$ cat config.mk
export PLATFORM = sky130hd
export DESIGN_NAME = vpd_div_stage
export DESIGN_NICKNAME = d
export VERILOG_FILES = /design/src/rtl/core/vpd_pkg.sv /design/src/rtl/core/vpd_div_stage.sv
export SDC_FILE = /design/constraint.sdc
export NUM_CORES = 1
export LEC_CHECK = 0
export BUFFER_PORTS_ARGS = -buffer_cell sky130_fd_sc_hd__buf_2
export CAP_MARGIN = 20
export CORE_AREA = 3 3 159 161
export DETAILED_ROUTE_END_ITERATION = 8
export DIE_AREA = 0 0 162 164
export PLACE_DENSITY = 0.66
export SYNTH_ARGS = -nofsm -noshare
export SYNTH_HDL_FRONTEND = slang
export SYNTH_SLANG_ARGS = --single-unit
$ cat constraint.sdc
create_clock -name vclk -period 15.3
set_input_delay 2.295 -clock vclk [all_inputs]
set_output_delay 2.295 -clock vclk [all_outputs]
set_load 0.05 [all_outputs]
$ cat src/rtl/core/vpd_pkg.sv
package vpd_pkg;

  localparam int unsigned DataW  = 32;
  localparam int unsigned NearW  = 31;
  localparam int unsigned DivW   = 32;
  localparam int unsigned DivBitsPerStage = 2;
  localparam int unsigned DivStages = (DivW + DivBitsPerStage - 1) / DivBitsPerStage;

  localparam logic signed [DataW-1:0] ClipX    = -32'sd5000;
  localparam logic signed [DataW-1:0] ClipXAlt = -32'sd5001;

  localparam logic [NearW-1:0] NearReset = 31'd50;

  typedef enum logic {
    RegNearPlane = 1'b0,
    RegMidDepth  = 1'b1
  } reg_idx_e;

  typedef struct packed {
    logic signed [DataW-1:0] depth;
    logic signed [DataW-1:0] vert_x;
    logic signed [DataW-1:0] vert_y;
    logic                    last_in;
  } vpd_in_t;

  typedef struct packed {
    logic signed [DataW-1:0] screen_depth;
    logic signed [DataW-1:0] screen_x;
    logic signed [DataW-1:0] screen_y;
    logic                    last_out;
  } vpd_out_t;

  typedef struct packed {
    logic [DataW-1:0] screen_depth;
    logic             clipped;
    logic             neg_x;
    logic             neg_y;
    logic [DataW-1:0] raw_y;
    logic             last;
  } vpd_side_t;

endpackage

$ cat src/rtl/core/vpd_div_stage.sv
module vpd_div_stage
  import vpd_pkg::*;
(
  input  logic [DivW-1:0] rem_x_i,
  input  logic [DivW-1:0] rem_y_i,
  input  logic [DivW-1:0] num_x_i,
  input  logic [DivW-1:0] num_y_i,
  input  logic [DivW-1:0] quo_x_i,
  input  logic [DivW-1:0] quo_y_i,
  input  logic [DivW-1:0] den_i,
  output logic [DivW-1:0] rem_x_o,
  output logic [DivW-1:0] rem_y_o,
  output logic [DivW-1:0] num_x_o,
  output logic [DivW-1:0] num_y_o,
  output logic [DivW-1:0] quo_x_o,
  output logic [DivW-1:0] quo_y_o
);

  // restoring division, DivBitsPerStage quotient bits per stage for both lanes
  always_comb begin
    logic [DivW:0]   rx, ry;
    logic [DivW-1:0] nx, ny, qx, qy;
    rx = {1'b0, rem_x_i};
    ry = {1'b0, rem_y_i};
    nx = num_x_i;
    ny = num_y_i;
    qx = quo_x_i;
    qy = quo_y_i;
    for (int i = 0; i < DivBitsPerStage; i++) begin
      rx = {rx[DivW-1:0], nx[DivW-1]};
      ry = {ry[DivW-1:0], ny[DivW-1]};
      nx = {nx[DivW-2:0], 1'b0};
      ny = {ny[DivW-2:0], 1'b0};
      if (rx >= {1'b0, den_i}) begin
        rx = rx - {1'b0, den_i};
        qx = {qx[DivW-2:0], 1'b1};
      end else begin
        qx = {qx[DivW-2:0], 1'b0};
      end
      if (ry >= {1'b0, den_i}) begin
        ry = ry - {1'b0, den_i};
        qy = {qy[DivW-2:0], 1'b1};
      end else begin
        qy = {qy[DivW-2:0], 1'b0};
      end
    end
    rem_x_o = rx[DivW-1:0];
    rem_y_o = ry[DivW-1:0];
    num_x_o = nx;
    num_y_o = ny;
    quo_x_o = qx;
    quo_y_o = qy;
  end

endmodule

==> reports/metrics.yaml <==
floorplanning:
  dieHeight_um: 164
  ios: 416
  coreArea_um2: 24100
  die_w_um: 162
  die_area_um2: 26600
  num_rows: 57
  start_util_pct: 37.4
critical_path:
  path_max_fanout: 25
  crit_path_start_kind: "primary input"
  arrival_ns: 9.85
  slowest_delay_ns: 0.71
  critical_path_required_ns: 13.01
  criticalPathCategory: "in -> out"
  worstSetupStartpoint: "den_i[14]"
  worstSetupEndpointType: "output pin"
  cpMaxStageDelayCell: "a22oi_2"
detailed_routing:
  ant_nets: 0
  viasPerCell: 5.65
  drt_iter0_markers: 652
  first_pass_iters: 5
  post-route-drc-count: 0
  routedWlPerCell_um: 18.3
  vias: 8843
  routed_wl_um: 28600
sta:
  setup_viol: 0
  setup_tns_ns: 0
  timing.final.crit_share_pct: 79.4
  tightest_slew_ns: 0.903
  fmax_ghz: 0.0824
  hold_slack_ns: 4.59
  hold_viol: 0
  grt_setup_unrepaired: "no"
  period_needed_ns: 12.14
  maxSlewHeadroom_pct: 39.8
  final_max_slew_viol_count: 0
global_routing:
  grt-ovfl-total: 0
  antenna_found_initial: 2
  grt_max_degree: 43
  track_usage_pct: 20.0
  grt_pass1_wl_um: 43400
  first_global_vias: 8502
cells_and_area:
  layout_common_cells: "buf_2, ha_1, a21oi_1, nor2_1, xnor2_1"
  n_fill_cell: 2625
  final_cells: 1566
  seq_cells: 0
  drive_gt1_share_pct: 23.8
  design_area_um2: 9270
  areaGrowthSynthToFinish_pct: 2.82
  layout_commonest_cell: "buf_2"
  num_antenna_cells: 0
  num-clock-buffers: 0
  final_nets: 1600
  seq_area_um2: 0
flow_run:
  maxCapViolCount: 0
place:
  placed_cell_area_um2: 9270
  dpl.hpwl_um: 24400
  gp_congestion: 0.941
  portBuffers: 168
  placed_cells: 1566
clock_network:
  cts_hold_buf: 0
  cts_setup_buffers: 0
  post_cts_resized: 0
power:
  p_total_mw: 1.29
  powerDensity_nw_per_um2: 139
  p_leak_nw: 4.49
  vdd_drop_max_mv: 0.0818
logic_synthesis:
  synth_area_per_cell_um2: 7.44
  synth_area_leaders: "ha_1, buf_4, mux2_2"
  synth.distinct_cells: 72
  yosys_warnings: 0
  syn_inst: 1213
  netlist_area_um2: 9020
  synth_top_area_share_pct: 17.8
  synth_top_area_cell: "ha_1"
  synth_seq_area_share_pct: 0
hold_path:
  min_from: "num_x_i[11]"
  hold_path_class: "in -> out"
  hold_depth: 0
  min_to: "num_x_o[13]"
outcome:
  status: "finished clean"
==> synthesized netlist by cell type (all sizes together) (3+ instances only) <==
cell type and instances:
o21ai 70, a21o 62, nor4 6, xnor2 77
and3 9, nor2 82, a21oi 121, o21bai 15
and2 7, a211oi 13, a2111oi 4, ha 128
o22ai 3, o31ai 5, a311oi 4, a211o 5
clkbuf 11, a31o 8, nand2b 16, o211ai 9
inv 74, fa 4, mux2 101, o21a 20
nor3 12, xor2 27, o211a 4, and4 4
nor2b 11, or3 8, nand3 30, mux2i 5
a31oi 10, o2111ai 3, nand4 20, buf 136
or2 4, nand2 53, a41oi 5
==> worst max-delay path: cells and delay by family <==
family | cells | cell delay (ns)
simple gates | 5 | 0.81
fa+ha+maj | 2 | 0.80
mux | 1 | 0.43
compound gates | 13 | 3.99
buf+inv | 5 | 1.46
==> per-stage QoR <==
stage	setup slack, ns	util, %
3_3_place_gp	3.21	38.5
5_1_grt	2.68	38.5
4_1_cts	3.17	38.5
2_1_floorplan	4.58	-
6_report	3.16	38.5
3_5_place_dp	3.17	38.5
==> layer usage <==
layer  GRT usage [%]  share of wire (%)
met5               0              0.073
met4            5.85                3.2
met3            2.37                5.9
met2            35.0                 47
met1            25.8                 44
==> cell type report <==
cell class | count | area (µm²) | area share (%)
multi-input combinational | 995 | 7710 | 83.2
timing repair buffer | 173 | 878 | 9.47
tap | 324 | 405 | 4.37
inverter | 74 | 278 | 3.00
==> report_power, final <==
| part | internal (mW) | total [mW] | leakage, nW | switching, mW |
|---|---|---|---|---|
| combinational | 0.450 | 1.29 | 4.49 | 0.841 |
| sequential | 0 | 0 | 0 | 0 |
| clock | 0 | 0 | 0 | 0 |
| total | 0.450 | 1.29 | 4.49 | 0.841 |
==> kinds of logic after synthesis <==
logic type | share of synthesized area (%)
mux | 14.3
buf+inv | 14.7
simple gates | 14.3
other cells | 0.0416
compound gates | 27.8
fa+ha+maj | 18.6
xor+xnor | 10.1
==> worst max path at each step <==
stage                        to  slack (ns)
finish               rem_y_o[2]        3.16
global route         rem_y_o[2]        2.68
CTS                  rem_y_o[2]        3.17
detailed placement   rem_y_o[2]        3.17
global placement     rem_y_o[1]        3.21
floorplan           rem_x_o[21]        4.58
No activity file was read; power rests on OpenSTA's default activity.
